===== src/rtl/s_record_stream_parser_remap_defines.svh =====
// ============================================================================
// S-record parser assertion macros
// Shared concurrent assertion forms used by the parser RTL.
// ============================================================================
`ifndef S_RECORD_STREAM_PARSER_REMAP_DEFINES_SVH
`define S_RECORD_STREAM_PARSER_REMAP_DEFINES_SVH

// Same-cycle implication, sampled on clk_i and disabled in reset.
`define SRSPR_ASSERT_IMPL(lbl, ante, cons, msg) \
  lbl: assert property (@(posedge clk_i) disable iff (!rst_ni) (ante) |-> (cons)) \
    else $error(msg);

// Next-cycle implication, sampled on clk_i and disabled in reset.
`define SRSPR_ASSERT_NEXT(lbl, ante, cons, msg) \
  lbl: assert property (@(posedge clk_i) disable iff (!rst_ni) (ante) |=> (cons)) \
    else $error(msg);

`endif


===== src/rtl/srspr_pkg.sv =====
// ============================================================================
// S-record parser package
// Types, constants and small decode functions shared by the parser files.
// ============================================================================
package srspr_pkg;

  // Parser phases.
  typedef enum logic [2:0] {
    PH_WAIT  = 3'd0,
    PH_TYPE  = 3'd1,
    PH_COUNT = 3'd2,
    PH_ADDR  = 3'd3,
    PH_DATA  = 3'd4,
    PH_CSUM  = 3'd5,
    PH_TAIL  = 3'd6,
    PH_SKIP  = 3'd7
  } phase_e;

  // Configuration register indexes (word offsets on the APB port).
  typedef enum logic [2:0] {
    REG_MAP_LOW     = 3'd0,
    REG_MAP_HIGH    = 3'd1,
    REG_MAP_TARGET  = 3'd2,
    REG_BASE_OFFSET = 3'd3,
    REG_DEL_ENABLE  = 3'd4,
    REG_DEL_LOW     = 3'd5,
    REG_DEL_HIGH    = 3'd6,
    REG_CUT_ENABLE  = 3'd7
  } cfg_reg_e;

  localparam int unsigned PaddrW = 5;

  localparam logic [7:0]  CHAR_S     = 8'h53;
  localparam logic [7:0]  CHAR_NL    = 8'h0A;
  localparam logic [7:0]  CHAR_0     = 8'h30;
  localparam logic [7:0]  CHAR_9     = 8'h39;
  localparam logic [7:0]  CHAR_UA    = 8'h41;
  localparam logic [7:0]  CHAR_UF    = 8'h46;
  localparam logic [7:0]  CHAR_LA    = 8'h61;
  localparam logic [7:0]  CHAR_LF    = 8'h66;
  localparam logic [3:0]  TYPE_BAD   = 4'hF;
  localparam logic [31:0] ADDR24_MAX = 32'h00ff_ffff;

  localparam logic KIND_DATA = 1'b0;
  localparam logic KIND_END  = 1'b1;

  // Record types with a special meaning.
  localparam logic [3:0] TYPE_S0 = 4'd0;
  localparam logic [3:0] TYPE_S1 = 4'd1;
  localparam logic [3:0] TYPE_S2 = 4'd2;
  localparam logic [3:0] TYPE_S3 = 4'd3;
  localparam logic [3:0] TYPE_S4 = 4'd4;
  localparam logic [3:0] TYPE_S6 = 4'd6;
  localparam logic [3:0] TYPE_S7 = 4'd7;
  localparam logic [3:0] TYPE_S8 = 4'd8;

  // Configuration as seen by the parser, with the remap offsets folded.
  typedef struct packed {
    logic [31:0] map_low;
    logic [31:0] map_high;
    logic [31:0] off_in;   // map_target - map_low - base_offset
    logic [31:0] off_out;  // -base_offset
    logic        delete_enable;
    logic [31:0] delete_low;
    logic [31:0] delete_high;
    logic        cut_enable;
  } cfg_t;

  // One result word.
  typedef struct packed {
    logic        result_kind;
    logic [31:0] address;
    logic [7:0]  data_byte;
    logic [3:0]  in_type;
    logic [3:0]  out_type;
    logic        checksum_ok;
    logic        dropped;
    logic        format_error;
    logic [15:0] record_count;
  } res_t;

  // Number of address bytes for a record type.
  function automatic logic [2:0] addr_len(input logic [3:0] t);
    logic [2:0] n;
    if (t == TYPE_S2 || t == TYPE_S8) begin
      n = 3'd3;
    end else if (t == TYPE_S3 || t == TYPE_S7) begin
      n = 3'd4;
    end else begin
      n = 3'd2;
    end
    return n;
  endfunction

  // S1, S2 and S3 carry data.
  function automatic logic is_data_type(input logic [3:0] t);
    return (t == TYPE_S1) || (t == TYPE_S2) || (t == TYPE_S3);
  endfunction

endpackage


===== src/rtl/srspr_char_if.sv =====
// ============================================================================
// S-record character channel
// Valid/ready channel that moves one text character per word.
// ============================================================================
interface srspr_char_if;
  logic       valid;
  logic       ready;
  logic [7:0] text_char;

  modport source (output valid, output text_char, input ready);
  modport sink   (input valid, input text_char, output ready);
endinterface


===== src/rtl/srspr_result_if.sv =====
// ============================================================================
// S-record result channel
// Valid/ready channel that moves one parser result per word.
// ============================================================================
interface srspr_result_if;
  logic        valid;
  logic        ready;
  logic        result_kind;
  logic [31:0] address;
  logic [7:0]  data_byte;
  logic [3:0]  in_type;
  logic [3:0]  out_type;
  logic        checksum_ok;
  logic        dropped;
  logic        format_error;
  logic [15:0] record_count;

  modport source (
    output valid, output result_kind, output address, output data_byte,
    output in_type, output out_type, output checksum_ok, output dropped,
    output format_error, output record_count, input ready
  );
  modport sink (
    input valid, input result_kind, input address, input data_byte,
    input in_type, input out_type, input checksum_ok, input dropped,
    input format_error, input record_count, output ready
  );
endinterface


===== src/rtl/srspr_cfg.sv =====
// ============================================================================
// S-record parser configuration registers
// APB register file; also folds the remap and base offsets into two sums.
// ============================================================================
module srspr_cfg
  import srspr_pkg::*;
(
  input  logic              clk_i,
  input  logic              rst_ni,
  input  logic              psel,
  input  logic              penable,
  input  logic              pwrite,
  input  logic [PaddrW-1:0] paddr,
  input  logic [31:0]       pwdata,
  output logic [31:0]       prdata,
  output logic              pready,
  output cfg_t              cfg_o
);

  logic [31:0] map_low_q, map_high_q, map_target_q, base_offset_q;
  logic [31:0] delete_low_q, delete_high_q;
  logic        delete_enable_q, cut_enable_q;
  logic [31:0] tgt_low_q, off_in_q, off_out_q;
  logic        wr_en;
  cfg_reg_e    reg_idx;

  assign pready  = 1'b1;
  assign wr_en   = psel && penable && pwrite;
  assign reg_idx = cfg_reg_e'(paddr[PaddrW-1:2]);

  // Register writes.
  always_ff @(posedge clk_i or negedge rst_ni) begin
    if (!rst_ni) begin
      map_low_q       <= '0;
      map_high_q      <= '0;
      map_target_q    <= '0;
      base_offset_q   <= '0;
      delete_enable_q <= 1'b0;
      delete_low_q    <= '0;
      delete_high_q   <= '0;
      cut_enable_q    <= 1'b0;
    end else if (wr_en) begin
      case (reg_idx)
        REG_MAP_LOW:     map_low_q       <= pwdata;
        REG_MAP_HIGH:    map_high_q      <= pwdata;
        REG_MAP_TARGET:  map_target_q    <= pwdata;
        REG_BASE_OFFSET: base_offset_q   <= pwdata;
        REG_DEL_ENABLE:  delete_enable_q <= pwdata[0];
        REG_DEL_LOW:     delete_low_q    <= pwdata;
        REG_DEL_HIGH:    delete_high_q   <= pwdata;
        REG_CUT_ENABLE:  cut_enable_q    <= pwdata[0];
        default: ;
      endcase
    end
  end

  // Folded offsets, one subtraction per register. Records only use them
  // several characters after any write, so the register lag is hidden.
  always_ff @(posedge clk_i or negedge rst_ni) begin
    if (!rst_ni) begin
      tgt_low_q <= '0;
      off_in_q  <= '0;
      off_out_q <= '0;
    end else begin
      tgt_low_q <= map_target_q - map_low_q;
      off_in_q  <= tgt_low_q - base_offset_q;
      off_out_q <= 32'd0 - base_offset_q;
    end
  end

  // Read mux.
  always_comb begin
    case (reg_idx)
      REG_MAP_LOW:     prdata = map_low_q;
      REG_MAP_HIGH:    prdata = map_high_q;
      REG_MAP_TARGET:  prdata = map_target_q;
      REG_BASE_OFFSET: prdata = base_offset_q;
      REG_DEL_ENABLE:  prdata = {31'd0, delete_enable_q};
      REG_DEL_LOW:     prdata = delete_low_q;
      REG_DEL_HIGH:    prdata = delete_high_q;
      REG_CUT_ENABLE:  prdata = {31'd0, cut_enable_q};
      default:         prdata = '0;
    endcase
  end

  assign cfg_o.map_low       = map_low_q;
  assign cfg_o.map_high      = map_high_q;
  assign cfg_o.off_in        = off_in_q;
  assign cfg_o.off_out       = off_out_q;
  assign cfg_o.delete_enable = delete_enable_q;
  assign cfg_o.delete_low    = delete_low_q;
  assign cfg_o.delete_high   = delete_high_q;
  assign cfg_o.cut_enable    = cut_enable_q;

endmodule


===== src/rtl/s_record_stream_parser_remap.sv =====
// ============================================================================
// S-record stream parser with address remap
// Parses S-record text one character per word and emits data bytes with
// their output addresses and one summary word at the end of each record.
// ============================================================================
// The block accepts one character every clock cycle while its output
// buffer has room. A character that completes a checksum, a data byte of
// a kept S1, S2 or S3 record, or that breaks the format yields one result
// word, registered into a two-word output buffer. Input keeps flowing
// while one result waits; the input stalls only when both words are full.
// The record output address is computed in one registered add in the cycle
// after the last address character, well before the first data byte completes.
`include "s_record_stream_parser_remap_defines.svh"

module s_record_stream_parser_remap
  import srspr_pkg::*;
(
  input  logic              clk_i,
  input  logic              rst_ni,
  srspr_char_if.sink        char_in,
  srspr_result_if.source    res_out,
  input  logic              psel,
  input  logic              penable,
  input  logic              pwrite,
  input  logic [PaddrW-1:0] paddr,
  input  logic [31:0]       pwdata,
  output logic [31:0]       prdata,
  output logic              pready
);

  cfg_t cfg;

  srspr_cfg u_cfg (
    .clk_i   (clk_i),
    .rst_ni  (rst_ni),
    .psel    (psel),
    .penable (penable),
    .pwrite  (pwrite),
    .paddr   (paddr),
    .pwdata  (pwdata),
    .prdata  (prdata),
    .pready  (pready),
    .cfg_o   (cfg)
  );

  // Parser state.
  phase_e      phase_q, phase_d;
  logic [3:0]  type_q, type_d;
  logic [7:0]  left_q, left_d;
  logic [31:0] acc_q, acc_d;
  logic [3:0]  hi_q, hi_d;
  logic        pend_q, pend_d;
  logic [7:0]  sum_q, sum_d;
  logic [7:0]  idx_q, idx_d;
  logic [15:0] records_q, records_d;

  // Record address stage.
  logic [31:0] rec_addr_q;
  logic        drop_q;

  // Output buffer.
  logic        out_v_q, skid_v_q;
  res_t        out_q, skid_q;

  logic        accept, push, pop;
  res_t        res;
  logic [7:0]  c;
  logic        is_digit, is_hex;
  logic [3:0]  nib;
  logic [7:0]  b;
  logic [2:0]  al;
  logic [3:0]  kind_t;
  logic        in_win, in_del;

  assign c      = char_in.text_char;
  assign accept = char_in.valid && char_in.ready;
  assign char_in.ready = !skid_v_q;

  // Character decode.
  always_comb begin
    is_digit = (c >= CHAR_0) && (c <= CHAR_9);
    is_hex   = 1'b1;
    if (is_digit) begin
      nib = 4'(c - CHAR_0);
    end else if ((c >= CHAR_UA) && (c <= CHAR_UF)) begin
      nib = 4'(c - CHAR_UA + 8'd10);
    end else if ((c >= CHAR_LA) && (c <= CHAR_LF)) begin
      nib = 4'(c - CHAR_LA + 8'd10);
    end else begin
      nib    = 4'd0;
      is_hex = 1'b0;
    end
  end

  assign b  = {hi_q, nib};
  assign al = addr_len(type_q);

  // Output type after cut and 24-bit promotion.
  always_comb begin
    kind_t = type_q;
    if (cfg.cut_enable && type_q == TYPE_S3) begin
      kind_t = TYPE_S2;
    end
    if (cfg.cut_enable && type_q == TYPE_S7) begin
      kind_t = TYPE_S8;
    end
    if ((kind_t == TYPE_S1 || kind_t == TYPE_S2) && (|rec_addr_q[31:24])) begin
      kind_t = TYPE_S3;
    end
  end

  // Record address and delete check, taken from the settled address.
  assign in_win = (acc_q >= cfg.map_low) && (acc_q <= cfg.map_high);
  assign in_del = (acc_q >= cfg.delete_low) && (acc_q <= cfg.delete_high);

  always_ff @(posedge clk_i or negedge rst_ni) begin
    if (!rst_ni) begin
      rec_addr_q <= '0;
      drop_q     <= 1'b0;
    end else begin
      if (is_data_type(type_q)) begin
        rec_addr_q <= acc_q + (in_win ? cfg.off_in : cfg.off_out);
      end else begin
        rec_addr_q <= acc_q;
      end
      drop_q <= cfg.delete_enable && is_data_type(type_q) && in_del;
    end
  end

  // Next state and result for one character.
  always_comb begin
    phase_d   = phase_q;
    type_d    = type_q;
    left_d    = left_q;
    acc_d     = acc_q;
    hi_d      = hi_q;
    pend_d    = pend_q;
    sum_d     = sum_q;
    idx_d     = idx_q;
    records_d = records_q;
    push      = 1'b0;
    res       = '0;

    case (phase_q)
      PH_WAIT: begin
        if (c == CHAR_S) begin
          phase_d = PH_TYPE;
          type_d  = TYPE_S0;
          pend_d  = 1'b0;
        end
      end
      PH_TAIL, PH_SKIP: begin
        if (c == CHAR_NL) begin
          phase_d = PH_WAIT;
        end
      end
      PH_TYPE: begin
        pend_d = 1'b0;
        if (c == CHAR_NL) begin
          type_d  = TYPE_BAD;
          phase_d = PH_WAIT;
          push    = 1'b1;
        end else if (!is_digit) begin
          type_d  = TYPE_BAD;
          phase_d = PH_SKIP;
          push    = 1'b1;
        end else begin
          type_d = nib;
          if (nib == TYPE_S4 || nib == TYPE_S6) begin
            phase_d = PH_SKIP;
            push    = 1'b1;
          end else begin
            phase_d = PH_COUNT;
          end
        end
      end
      default: begin
        // Hex phases: count, address, data and checksum.
        if (c == CHAR_NL) begin
          phase_d = PH_WAIT;
          pend_d  = 1'b0;
          push    = 1'b1;
        end else if (!is_hex) begin
          phase_d = PH_SKIP;
          pend_d  = 1'b0;
          push    = 1'b1;
        end else if (!pend_q) begin
          hi_d   = nib;
          pend_d = 1'b1;
        end else begin
          pend_d = 1'b0;
          case (phase_q)
            PH_COUNT: begin
              sum_d = b;
              if (b < ({5'd0, al} + 8'd1)) begin
                phase_d = PH_SKIP;
                push    = 1'b1;
              end else begin
                left_d  = b;
                idx_d   = 8'd0;
                acc_d   = 32'd0;
                phase_d = PH_ADDR;
              end
            end
            PH_ADDR: begin
              sum_d  = sum_q + b;
              acc_d  = {acc_q[23:0], b};
              left_d = left_q - 8'd1;
              idx_d  = idx_q + 8'd1;
              if (idx_d == {5'd0, al}) begin
                idx_d   = 8'd0;
                phase_d = (left_d == 8'd1) ? PH_CSUM : PH_DATA;
              end
            end
            PH_DATA: begin
              sum_d  = sum_q + b;
              left_d = left_q - 8'd1;
              if (is_data_type(type_q) && !drop_q) begin
                push             = 1'b1;
                res.result_kind  = KIND_DATA;
                res.address      = rec_addr_q + {24'd0, idx_q};
                res.data_byte    = b;
                res.in_type      = type_q;
                res.out_type     = kind_t;
                res.record_count = records_q;
              end
              idx_d = idx_q + 8'd1;
              if (left_d == 8'd1) begin
                phase_d = PH_CSUM;
              end
            end
            PH_CSUM: begin
              if (is_data_type(type_q) && !drop_q) begin
                records_d = records_q + 16'd1;
              end
              push             = 1'b1;
              res.result_kind  = KIND_END;
              res.address      = rec_addr_q;
              res.in_type      = type_q;
              res.out_type     = kind_t;
              res.checksum_ok  = (type_q == TYPE_S0) || (~sum_q == b);
              res.dropped      = drop_q;
              res.record_count = records_d;
              phase_d          = PH_TAIL;
            end
            default: ;
          endcase
        end
      end
    endcase

    // Every result pushed from an error path is a format error word.
    if (push && (phase_d == PH_SKIP || phase_d == PH_WAIT)) begin
      res              = '0;
      res.result_kind  = KIND_END;
      res.in_type      = type_d;
      res.out_type     = type_d;
      res.format_error = 1'b1;
      res.record_count = records_q;
    end
  end

  // Parser state registers.
  always_ff @(posedge clk_i or negedge rst_ni) begin
    if (!rst_ni) begin
      phase_q   <= PH_WAIT;
      type_q    <= 4'd0;
      left_q    <= 8'd0;
      acc_q     <= 32'd0;
      hi_q      <= 4'd0;
      pend_q    <= 1'b0;
      sum_q     <= 8'd0;
      idx_q     <= 8'd0;
      records_q <= 16'd0;
    end else if (accept) begin
      phase_q   <= phase_d;
      type_q    <= type_d;
      left_q    <= left_d;
      acc_q     <= acc_d;
      hi_q      <= hi_d;
      pend_q    <= pend_d;
      sum_q     <= sum_d;
      idx_q     <= idx_d;
      records_q <= records_d;
    end
  end

  // Two-word output buffer: head word plus skid word.
  assign pop = out_v_q && res_out.ready;

  always_ff @(posedge clk_i or negedge rst_ni) begin
    if (!rst_ni) begin
      out_v_q  <= 1'b0;
      skid_v_q <= 1'b0;
    end else begin
      if (pop) begin
        if (skid_v_q) begin
          skid_v_q <= 1'b0;
        end else begin
          out_v_q <= accept && push;
        end
      end else if (accept && push) begin
        if (!out_v_q) begin
          out_v_q <= 1'b1;
        end else begin
          skid_v_q <= 1'b1;
        end
      end
    end
  end

  always_ff @(posedge clk_i) begin
    if (pop) begin
      if (skid_v_q) begin
        out_q <= skid_q;
      end else if (accept && push) begin
        out_q <= res;
      end
    end else if (accept && push) begin
      if (!out_v_q) begin
        out_q <= res;
      end else begin
        skid_q <= res;
      end
    end
  end

  assign res_out.valid        = out_v_q;
  assign res_out.result_kind  = out_q.result_kind;
  assign res_out.address      = out_q.address;
  assign res_out.data_byte    = out_q.data_byte;
  assign res_out.in_type      = out_q.in_type;
  assign res_out.out_type     = out_q.out_type;
  assign res_out.checksum_ok  = out_q.checksum_ok;
  assign res_out.dropped      = out_q.dropped;
  assign res_out.format_error = out_q.format_error;
  assign res_out.record_count = out_q.record_count;

  // The skid word is only ever filled behind a valid head word.
  `SRSPR_ASSERT_IMPL(a_skid_behind_head, skid_v_q, out_v_q,
                     "skid word valid while head word empty")

  // A half byte is held only inside the hex fields of a record.
  `SRSPR_ASSERT_IMPL(a_pend_in_hex, pend_q,
                     (phase_q == PH_COUNT) || (phase_q == PH_ADDR) ||
                     (phase_q == PH_DATA) || (phase_q == PH_CSUM),
                     "pending nibble outside hex phases")

  // Data words never carry error or checksum flags.
  `SRSPR_ASSERT_IMPL(a_data_word_clean, out_v_q && (out_q.result_kind == KIND_DATA),
                     !out_q.format_error && !out_q.checksum_ok && !out_q.dropped,
                     "data word with end-of-record flags")

  // Data bytes start at index zero once the address is complete.
  `SRSPR_ASSERT_NEXT(a_data_starts_at_zero,
                     accept && (phase_q == PH_ADDR) && (phase_d == PH_DATA),
                     idx_q == 8'd0, "byte index not cleared after address")

endmodule


===== src/flat_wrapper.sv =====
// flat-port wrapper written by rule: the top's interface ports become plain ports
module s_record_stream_parser_remap_flat import srspr_pkg::*;
  (clk_i, rst_ni, psel, penable, pwrite, paddr, pwdata, prdata, pready, char_in_valid, char_in_text_char, char_in_ready, res_out_valid, res_out_result_kind, res_out_address, res_out_data_byte, res_out_in_type, res_out_out_type, res_out_checksum_ok, res_out_dropped, res_out_format_error, res_out_record_count, res_out_ready);
  srspr_char_if char_in_i ();
  srspr_result_if res_out_i ();
  input  logic clk_i;
  input  logic rst_ni;
  input  logic psel;
  input  logic penable;
  input  logic pwrite;
  input  logic [PaddrW-1:0] paddr;
  input  logic [31:0] pwdata;
  output logic [31:0] prdata;
  output logic pready;
  input wire logic [$bits(char_in_i.valid)-1:0] char_in_valid;
  input wire logic [$bits(char_in_i.text_char)-1:0] char_in_text_char;
  output wire logic [$bits(char_in_i.ready)-1:0] char_in_ready;
  output wire logic [$bits(res_out_i.valid)-1:0] res_out_valid;
  output wire logic [$bits(res_out_i.result_kind)-1:0] res_out_result_kind;
  output wire logic [$bits(res_out_i.address)-1:0] res_out_address;
  output wire logic [$bits(res_out_i.data_byte)-1:0] res_out_data_byte;
  output wire logic [$bits(res_out_i.in_type)-1:0] res_out_in_type;
  output wire logic [$bits(res_out_i.out_type)-1:0] res_out_out_type;
  output wire logic [$bits(res_out_i.checksum_ok)-1:0] res_out_checksum_ok;
  output wire logic [$bits(res_out_i.dropped)-1:0] res_out_dropped;
  output wire logic [$bits(res_out_i.format_error)-1:0] res_out_format_error;
  output wire logic [$bits(res_out_i.record_count)-1:0] res_out_record_count;
  input wire logic [$bits(res_out_i.ready)-1:0] res_out_ready;
  assign char_in_i.valid = char_in_valid;
  assign char_in_i.text_char = char_in_text_char;
  assign char_in_ready = char_in_i.ready;
  assign res_out_valid = res_out_i.valid;
  assign res_out_result_kind = res_out_i.result_kind;
  assign res_out_address = res_out_i.address;
  assign res_out_data_byte = res_out_i.data_byte;
  assign res_out_in_type = res_out_i.in_type;
  assign res_out_out_type = res_out_i.out_type;
  assign res_out_checksum_ok = res_out_i.checksum_ok;
  assign res_out_dropped = res_out_i.dropped;
  assign res_out_format_error = res_out_i.format_error;
  assign res_out_record_count = res_out_i.record_count;
  assign res_out_i.ready = res_out_ready;
  s_record_stream_parser_remap u_core (.clk_i(clk_i), .rst_ni(rst_ni), .char_in(char_in_i), .res_out(res_out_i), .psel(psel), .penable(penable), .pwrite(pwrite), .paddr(paddr), .pwdata(pwdata), .prdata(prdata), .pready(pready));
endmodule

===== config.mk =====
export PLATFORM = sky130hd
export DESIGN_NAME = s_record_stream_parser_remap_flat
export DESIGN_NICKNAME = d
export VERILOG_FILES = /design/src/rtl/srspr_pkg.sv /design/src/rtl/srspr_char_if.sv /design/src/rtl/srspr_result_if.sv /design/src/rtl/srspr_cfg.sv /design/src/rtl/s_record_stream_parser_remap.sv /design/src/flat_wrapper.sv
export VERILOG_INCLUDE_DIRS = /design/src /design/src/rtl
export SDC_FILE = /design/constraint.sdc
export NUM_CORES = 1
export LEC_CHECK = 0
export ABC_CLOCK_PERIOD_IN_PS = 9900
export BUFFER_PORTS_ARGS = -buffer_cell sky130_fd_sc_hd__buf_2
export CORE_MARGIN = 2
export CORE_UTILIZATION = 45
export CTS_BUF_LIST = sky130_fd_sc_hd__clkbuf_8
export DETAILED_ROUTE_END_ITERATION = 6
export PLACE_DENSITY = 0.67
export SLEW_MARGIN = 5
export SYNTH_ARGS = -nofsm -noshare
export SYNTH_HDL_FRONTEND = slang
export SYNTH_SLANG_ARGS = --single-unit

===== constraint.sdc =====
create_clock -name clk_i -period 9.9 [get_ports clk_i]
set_clock_uncertainty 0.05 [all_clocks]
set_input_delay 0.99 -clock clk_i [delete_from_list [all_inputs] [get_ports clk_i]]
set_output_delay 0.99 -clock clk_i [all_outputs]
set_load 0.03 [all_outputs]

==> summary.md, run 1 <==
| Metric | Value |
|---|---|
| Outcome | `complete, but fails checks` |
| Unrepaired setup endpoints after global routing | `no` |
| Syn Nets | `3,704` |
| Drt via density | `5.694` |
| Share of post-route cells with drive strength above 1 | `15.48%` |
| Cell count after synthesis | `3,399` |
| Boundary pin count | `155` |
| Commonest cells after routing, fill and taps aside | `430 x nand2_1, 409 x dfrtp_1, 374 x o21ai_0` |
| Wirelength, routed | `89.32 mm` |
| Most common cell after layout, fill and taps aside | `nand2_1` |
| Crit path depth | `22` |
| Crit path kind | `reg -> reg` |
| Drt initial violations | `2,264` |
| First-pass detailed-route iteration total | `7` |
| CTS H-tree lvls | `3` |
| Nets | `3,844` |
| Final hold violation count | `0` |
| PD cells | `225.4 mW/mm²` |
| I/O Buffers | `151` |
| Final Worst Setup Slack | `3.493 ns` |
| WP data arrival | `6.90 ns` |
| Mapped cell area | `0.03255 mm²` |
| Avg Synthesized Cell Area | `9.576 µm²` |
| Hold WC Path Type | `in -> async` |
| TritonCTS Buffers | `97` |
| RePlAce Congestion | `0.9189` |
| Routed len/inst | `19.55 µm` |
| Number of synthesized flops with an enable pin | `136` |
| Max-cap violations | `0` |
| Row count | `98` |
| Die Span Y | `272.9 µm` |
| Worst Setup Start Kind | `register` |
| Total core area | `0.07161 mm²` |
| CTS resizes | `0` |
| DP HPWL | `64.03 mm` |
| Depth of the worst register-to-register path | `22` |
| Worst Path Required | `10.39 ns` |
| Skew-Pair Late Insertion Delay | `0.71 ns` |
| CP max stage cell | `dfrtp_1` |
| TritonCTS clock tree | `built` |
| First-pass GRT wire length | `140.6 mm` |
| Width of the die | `272.9 µm` |
| Clock Sinks | `545` |
| Full die area | `0.07450 mm²` |
| Area delta synth->final | `11.55%` |
| Gr usage total | `23.97%` |
| CTS root buf | `clkbuf_8` |
| Largest net degree at the start of global routing | `165` |
| Detail Route Antenna Nets | `0` |
| Ys Warns | `0` |
| DRC viols | `11` |
| Initial core utilization | `45.45%` |
| Final number of setup-violating endpoints | `0` |
| CP max stage delay | `0.67 ns` |
| Failing checks | `DRC` |
| Register clock-pin slew on the reported worst setup and hold paths | `0.06 ns` |
| Top_reg_cell synth | `dfrtp_1` |
| Family with the most delay on the worst path | `compound AO/OA/AOI/OAI gates` |
| Yosys reg bits | `545` |
| CP Capture Type | `register` |
| FMAX | `0.1561 GHz` |
| Post-CTS Hold Buffers | `0` |
| Seq/Total Area, Yosys | `43.99%` |
| Tcrit/Tclk final | `64.72%` |
| Max-slew violations | `0` |
| Vias in the first global route | `24,890` |
| Worst slew pin tran | `1.128 ns` |
| Rel. slew slack | `24.64%` |
| Static Leak | `0.01656 µW` |
| Number of distinct library cells after synthesis | `91` |
| Setup TNS | `0 ns` |
| Ys async rst share | `75.05%` |
| CP bufs+invs | `1` |
| Total setup buffers inserted after CTS | `0` |
| Grt ovf | `0` |
| Initial antenna violation count | `4` |
| Pre-CTS setup slack | `3.565 ns` |
| CP max FO | `32` |
| CTS max path bufs | `3` |
| Worst vdd ir | `0.0001456 V` |
| Via count | `26,010` |
| Fin crit period | `6.407 ns` |
| Worst-path cell chain | `ha_1 -> a211oi_1 -> nand2_1 -> nor4bb_1 -> o31ai_1 -> a31o_2 -> o211ai_1 -> buf_4 -> mux2_2 -> ha_1 -> fa_1 -> a21o_1 -> a211oi_1 -> o2111ai_1 -> nand2_1 -> a31oi_1 -> a31o_2 -> a41oi_1 -> nand2b_1 -> a21oi_1 -> xor2_1 -> o21ai_0` |
==> kinds of logic after synthesis <==
family                     after synthesis  synth area share, %
AOI/OAI and AO/OA                      930                17.48
other                                    1              0.01152
xor gates and xnor gates               144                3.875
and+or+nand+nor                        963                13.73
DFF                                    545                43.99
buffers and inverters                  365                4.259
adders and majority gates              253                9.841
muxes                                  198                6.812
==> per-layer routing <==
metal / part of all wire, % / up-vias / GRT usage, %
met3: 7.5 / 164 / 4.534
li1: - / 12470 / -
met4: 2.9 / 4 / 7.650
met2: 45 / 862 / 37.72
met5: 0.028 / - / 0
met1: 45 / 12510 / 33.39
==> area by class of cell <==
cell class,instances,area (µm²)
antenna,1,2.502
clock buffer,118,1624
clock inverter,59,371.6
fill,6608,35300
inverter,218,818.3
multi-input combinational,2489,16930
sequential,545,14320
tap,950,1189
timing repair buffer,188,1059
==> metrics by stage <==
step           util (%)  instances  hold slack (ns)  total power [µW]  instance area [µm²]
2_1_floorplan         -       3399           0.3650              5213                32550
3_3_place_gp      47.91       4390           0.4169              5977                34310
3_5_place_dp      47.91       4390           0.4244              6030                34310
4_1_cts           50.70       4567           0.3258              8206                36300
5_1_grt           50.70       4568           0.3408              8712                36310
6_report          50.70       4568           0.3075              8182                36310
==> state kept, by name, indices dropped and copies added, names as in the netlist, 8 cells and up <==
| signal | count |
|---|---|
| u_core.u_cfg.off_out_q | 32 |
| u_core.res_out.address | 32 |
| u_core.skid_q | 68 |
| u_core.records_q | 16 |
| u_core.u_cfg.off_in_q | 32 |
| u_core.acc_q | 32 |
| u_core.idx_q | 8 |
| u_core.u_cfg.tgt_low_q | 32 |
| u_core.u_cfg.map_high_q | 32 |
| u_core.u_cfg.map_low_q | 32 |
| u_core.u_cfg.map_target_q | 32 |
| u_core.u_cfg.delete_high_q | 32 |
| u_core.sum_q | 8 |
| u_core.left_q | 8 |
| u_core.u_cfg.base_offset_q | 32 |
| u_core.u_cfg.delete_low_q | 32 |
| u_core.rec_addr_q | 32 |
| u_core.res_out.record_count | 16 |
| u_core.res_out.data_byte | 8 |
==> final timing paths <==
kind	slack, ns	to	from
max	3.49	u_core.rec_addr_q[28]$_DFF_PN0_	u_core.acc_q[13]$_DFFE_PN0P_
max in group asynchronous	7.95	u_core.acc_q[17]$_DFFE_PN0P_	rst_ni
min in group clk_i	0.44	u_core.sum_q[0]$_DFFE_PN0P_	u_core.sum_q[0]$_DFFE_PN0P_
min reg2reg	0.44	u_core.sum_q[0]$_DFFE_PN0P_	u_core.sum_q[0]$_DFFE_PN0P_
min	0.31	u_core.records_q[14]$_DFFE_PN0P_	rst_ni
max reg2reg	3.49	u_core.rec_addr_q[28]$_DFF_PN0_	u_core.acc_q[13]$_DFFE_PN0P_
==> Yosys cell counts (all sizes together), types with 22 or more instances <==
library cell | n | area [µm²]
xor2 | 47 | 411.6
xnor2 | 97 | 849.6
o211ai | 29 | 217.7
dfrtp | 409 | 10230
ha | 248 | 3103
a21o | 78 | 585.6
mux2 | 168 | 1892
nor2 | 187 | 711.9
nor4 | 22 | 158.9
nor3 | 47 | 240.2
nand2 | 431 | 1620
nand3 | 67 | 335.3
and3 | 28 | 175.2
nand2b | 33 | 214.0
inv | 217 | 814.5
clkbuf | 119 | 446.7
a21oi | 198 | 991.0
buf | 28 | 121.4
o21a | 25 | 187.7
mux2i | 28 | 280.3
o31ai | 29 | 217.7
a31oi | 24 | 150.1
edfxtp | 136 | 4084
o21ai | 383 | 1928
nand4 | 42 | 262.8
nor2b | 36 | 225.2
==> power by group <==
group,switching (µW),internal [µW]
clock,991,1160
combinational,1740,1080
sequential,375,2840
(Power assumes the default switching activity.)
==> run 2, diff against run 1 <==
--- a/config.mk
+++ b/config.mk
@@ -6,13 +6,14 @@
 export SDC_FILE = /design/constraint.sdc
 export NUM_CORES = 1
 export LEC_CHECK = 0
-export ABC_CLOCK_PERIOD_IN_PS = 9900
+export ABC_AREA = 1
+export ABC_CLOCK_PERIOD_IN_PS = 5600
 export BUFFER_PORTS_ARGS = -buffer_cell sky130_fd_sc_hd__buf_2
 export CORE_MARGIN = 2
 export CORE_UTILIZATION = 45
 export CTS_BUF_LIST = sky130_fd_sc_hd__clkbuf_8
 export DETAILED_ROUTE_END_ITERATION = 6
-export PLACE_DENSITY = 0.67
+export PLACE_DENSITY = 0.7
 export SLEW_MARGIN = 5
 export SYNTH_ARGS = -nofsm -noshare
 export SYNTH_HDL_FRONTEND = slang
==> constraint.sdc (replaced) <==
create_clock -name clk_i -period 5.6 [get_ports clk_i]
set_clock_uncertainty 0.05 [all_clocks]
set_input_delay 0.56 -clock clk_i [delete_from_list [all_inputs] [get_ports clk_i]]
set_output_delay 0.56 -clock clk_i [all_outputs]
set_load 0.03 [all_outputs]
==> summary.md, run 2 <==
| Metric | Value |
|---|---|
| Outcome | `completed` |
| Static Leak | `0.01774 µW` |
| Detail Route Antenna Nets | `0` |
| Width of the die | `273.9 µm` |
| Tcrit/Tclk final | `93.02%` |
| Worst Setup Start Kind | `register` |
| CTS root buf | `clkbuf_8` |
| Combinational share of power | `39.6%` |
| Crit path kind | `reg -> reg` |
| Fin crit period | `5.209 ns` |
| Register clock-pin slew on the reported worst setup and hold paths | `0.06 ns` |
| Gr usage total | `23.97%` |
| Skew-Pair Late Insertion Delay | `0.70 ns` |
| Hold WC Path Type | `in -> reg` |
| Max-slew violations | `0` |
| PD cells | `422.3 mW/mm²` |
| Most common cell after layout, fill and taps aside | `nand2_1` |
| Unrepaired setup endpoints after global routing | `no` |
| WP data arrival | `5.72 ns` |
| Initial antenna violation count | `2` |
| Setup TNS | `0 ns` |
| Largest net degree at the start of global routing | `138` |
| TritonCTS clock tree | `built` |
| Placed cell count | `5,010` |
| Clk pwr share | `22.8%` |
| Drt via density | `5.339` |
| Worst vdd ir | `0.0002874 V` |
| Final number of setup-violating endpoints | `0` |
| FF-to-FF End | `u_core.rec_addr_q[28]$_DFF_PN0_` |
| CP Capture Type | `register` |
| Area delta synth->final | `11.94%` |
| First-pass GRT wire length | `143.5 mm` |
| Non-filler instance count after layout | `5,178` |
| Grt ovf | `0` |
| R2R Path Start | `u_core.u_cfg.map_high_q[29]$_DFFE_PN0P_` |
| Mapped cell area | `0.03277 mm²` |
| Share of post-route cells with drive strength above 1 | `12.04%` |
| Vias in the first global route | `27,270` |
| Top cells by area, synth | `dfrtp_1 31%, edfxtp_1 12%, nand2_1 11%, ha_1 9.5%, o21ai_0 5.7%` |
| Most common cell in the netlist | `nand2_1` |
| CTS H-tree lvls | `3` |
| Hold Path Sink | `u_core.u_cfg.delete_high_q[19]$_DFFE_PN0P_` |
| Rel. slew slack | `25.47%` |
| Commonest cells after routing, fill and taps aside | `913 x nand2_1, 513 x inv_1, 409 x dfrtp_1` |
| Clock Sinks | `545` |
| Sw frac | `40.90%` |
| Synth top area share | `31.23%` |
| Fillcell total | `6,794` |
| Internal Power | `9156 µW` |
| FMAX | `0.1920 GHz` |
| Yosys reg bits | `545` |
| Routed len/inst | `17.16 µm` |
| Ys async rst share | `75.05%` |
| CTS max path bufs | `3` |
| Top_reg_cell synth | `dfrtp_1` |
| Cell count after synthesis | `3,957` |
| Number of distinct library cells after synthesis | `69` |
| Reg area | `0.01432 mm²` |
| DP HPWL | `65.92 mm` |
| Nets | `4,462` |
| DRC viols | `0` |
| Final hold violation count | `0` |
| Seq pwr share | `37.6%` |
| First-pass detailed-route iteration total | `5` |
| Net Switching | `6336 µW` |
| Full die area | `0.07500 mm²` |
| R2r setup slk | `0.39 ns` |
| Drt initial violations | `2,101` |
| Reg with most FFs | `u_core.skid_q` |
| Final hold slack | `0.06707 ns` |
| Max FFs per register | `68` |
| Max-cap violations | `0` |
| RePlAce Congestion | `0.9240` |
| Wirelength, routed | `88.86 mm` |
| CP max FO | `8` |
| Depth of the worst register-to-register path | `26` |
| Via count | `27,650` |
| Worst Hold Path Cells | `3` |
| Boundary pin count | `155` |
| Ys Warns | `0` |
| Worst slew pin tran | `1.118 ns` |
| TritonCTS Buffers | `94` |
| Avg Synthesized Cell Area | `8.283 µm²` |
| Total setup buffers inserted after CTS | `0` |
| Syn Nets | `4,262` |
| Worst Path Required | `6.11 ns` |
| Post-synth top cells | `917 x nand2_1, 484 x inv_1, 409 x dfrtp_1` |
| Seq/Total Area, Yosys | `43.69%` |
| Number of synthesized flops with an enable pin | `136` |
| Die Span Y | `273.9 µm` |
| Multi-input logic area | `0.01617 mm²` |
| Total core area | `0.07185 mm²` |
| HP Start | `pwdata[19]` |
| Initial core utilization | `45.61%` |
| Post-synth top area cell | `dfrtp_1` |
| Row count | `98` |
| I/O Buffers | `151` |
[run 2: final cells by class]
type	instances	share of cell area [%]
multi-input combinational	2796	44.07
sequential	545	39.03
inverter	502	5.139
clock buffer	109	4.089
timing repair buffer	218	3.601
tap	950	3.240
clock inverter	56	0.8185
antenna	2	0.01364
[run 2: per-stage QoR]
step	utilization, %	power (µW)	worst slack, ns	instance area, µm²
after floorplan	-	10370	0.2585	32780
after global placement	48.53	11820	0.5363	34870
after detailed placement	48.53	11980	0.4598	34870
after CTS	51.05	15560	0.4332	36680
after global routing	51.06	16660	0.009381	36690
final	51.06	15490	0.3911	36690
[run 2: metal layers]
layer  vias to the layer above  routed length [µm]  part of all wire, %  GRT usage [%]
li1                      13650                   -                    -              -
met1                     12940               39610                   45          32.15
met2                       860               40530                   46          38.86
met3                       197                5564                  6.3          3.652
met4                         0                3150                  3.5          9.783
met5                         -                   0                    0              0
[run 2: how the worst max path moves through the flow]
stage	startpoint	depth (start not counted)	to	slack, ns
after floorplan	char_in_text_char[0]	20	u_core.res_out.address[0]$_DFFE_PP_	0.26
after global placement	u_core.acc_q[19]$_DFFE_PN0P_	29	u_core.rec_addr_q[28]$_DFF_PN0_	0.54
after detailed placement	u_core.u_cfg.map_high_q[29]$_DFFE_PN0P_	26	u_core.rec_addr_q[28]$_DFF_PN0_	0.46
after CTS	u_core.u_cfg.map_high_q[29]$_DFFE_PN0P_	26	u_core.rec_addr_q[28]$_DFF_PN0_	0.43
after global routing	u_core.u_cfg.map_high_q[29]$_DFFE_PN0P_	29	u_core.rec_addr_q[28]$_DFF_PN0_	0.009
final	u_core.u_cfg.map_high_q[29]$_DFFE_PN0P_	26	u_core.rec_addr_q[28]$_DFF_PN0_	0.39
[run 2: power groups by stage]
stage	combinational [µW]	sequential [µW]	clock (µW)
after CTS	6130	5810	3610
after global routing	6940	5920	3800
after detailed placement	6100	5880	0
after floorplan	4270	6100	0
final	6140	5820	3530
after global placement	5970	5850	0
[run 2: worst max-delay path, cell delays in order, from the launching register on]
cell and delay, ns:
dfrtp_1 0.35, inv_1 0.07, ha_1 0.29, nand2_1 0.08, nor2_1 0.24, nand4_1 0.23, nor4_1 0.29, buf_4 0.19
nand2_1 0.05, nand2_1 0.06, nand2_1 0.11, nand2_1 0.31, mux2_2 0.38, ha_1 0.35, a21oi_1 0.08, o21ai_0 0.47
a31oi_1 0.23, o21ai_0 0.48, nand3_1 0.12, nand2_1 0.13, nand3_1 0.08, nand2_1 0.12, nand3_1 0.10, nand2_1 0.07
nand2_1 0.05, nand3_1 0.06, nand2_1 0.05
[run 2: kinds of logic (layout without fill, tap and decap cells)]
family | count (synthesis) | in the layout | share of synthesized area [%]
other | 1 | 3 | 0.01144
adders and majority gates | 253 | 253 | 9.773
and+or+nand+nor | 1568 | 1568 | 20.62
DFF | 545 | 545 | 43.69
xor gates and xnor gates | 118 | 118 | 3.153
buffers and inverters | 616 | 885 | 7.238
muxes | 33 | 33 | 1.134
AOI/OAI and AO/OA | 823 | 823 | 14.38
[run 2: what timing repair did]
action,4_1_cts,5_1_grt
setup endpoints to repair,0,2
resized for setup,0,1
endpoints found under the hold margin,108,0
hold buffers,1,0
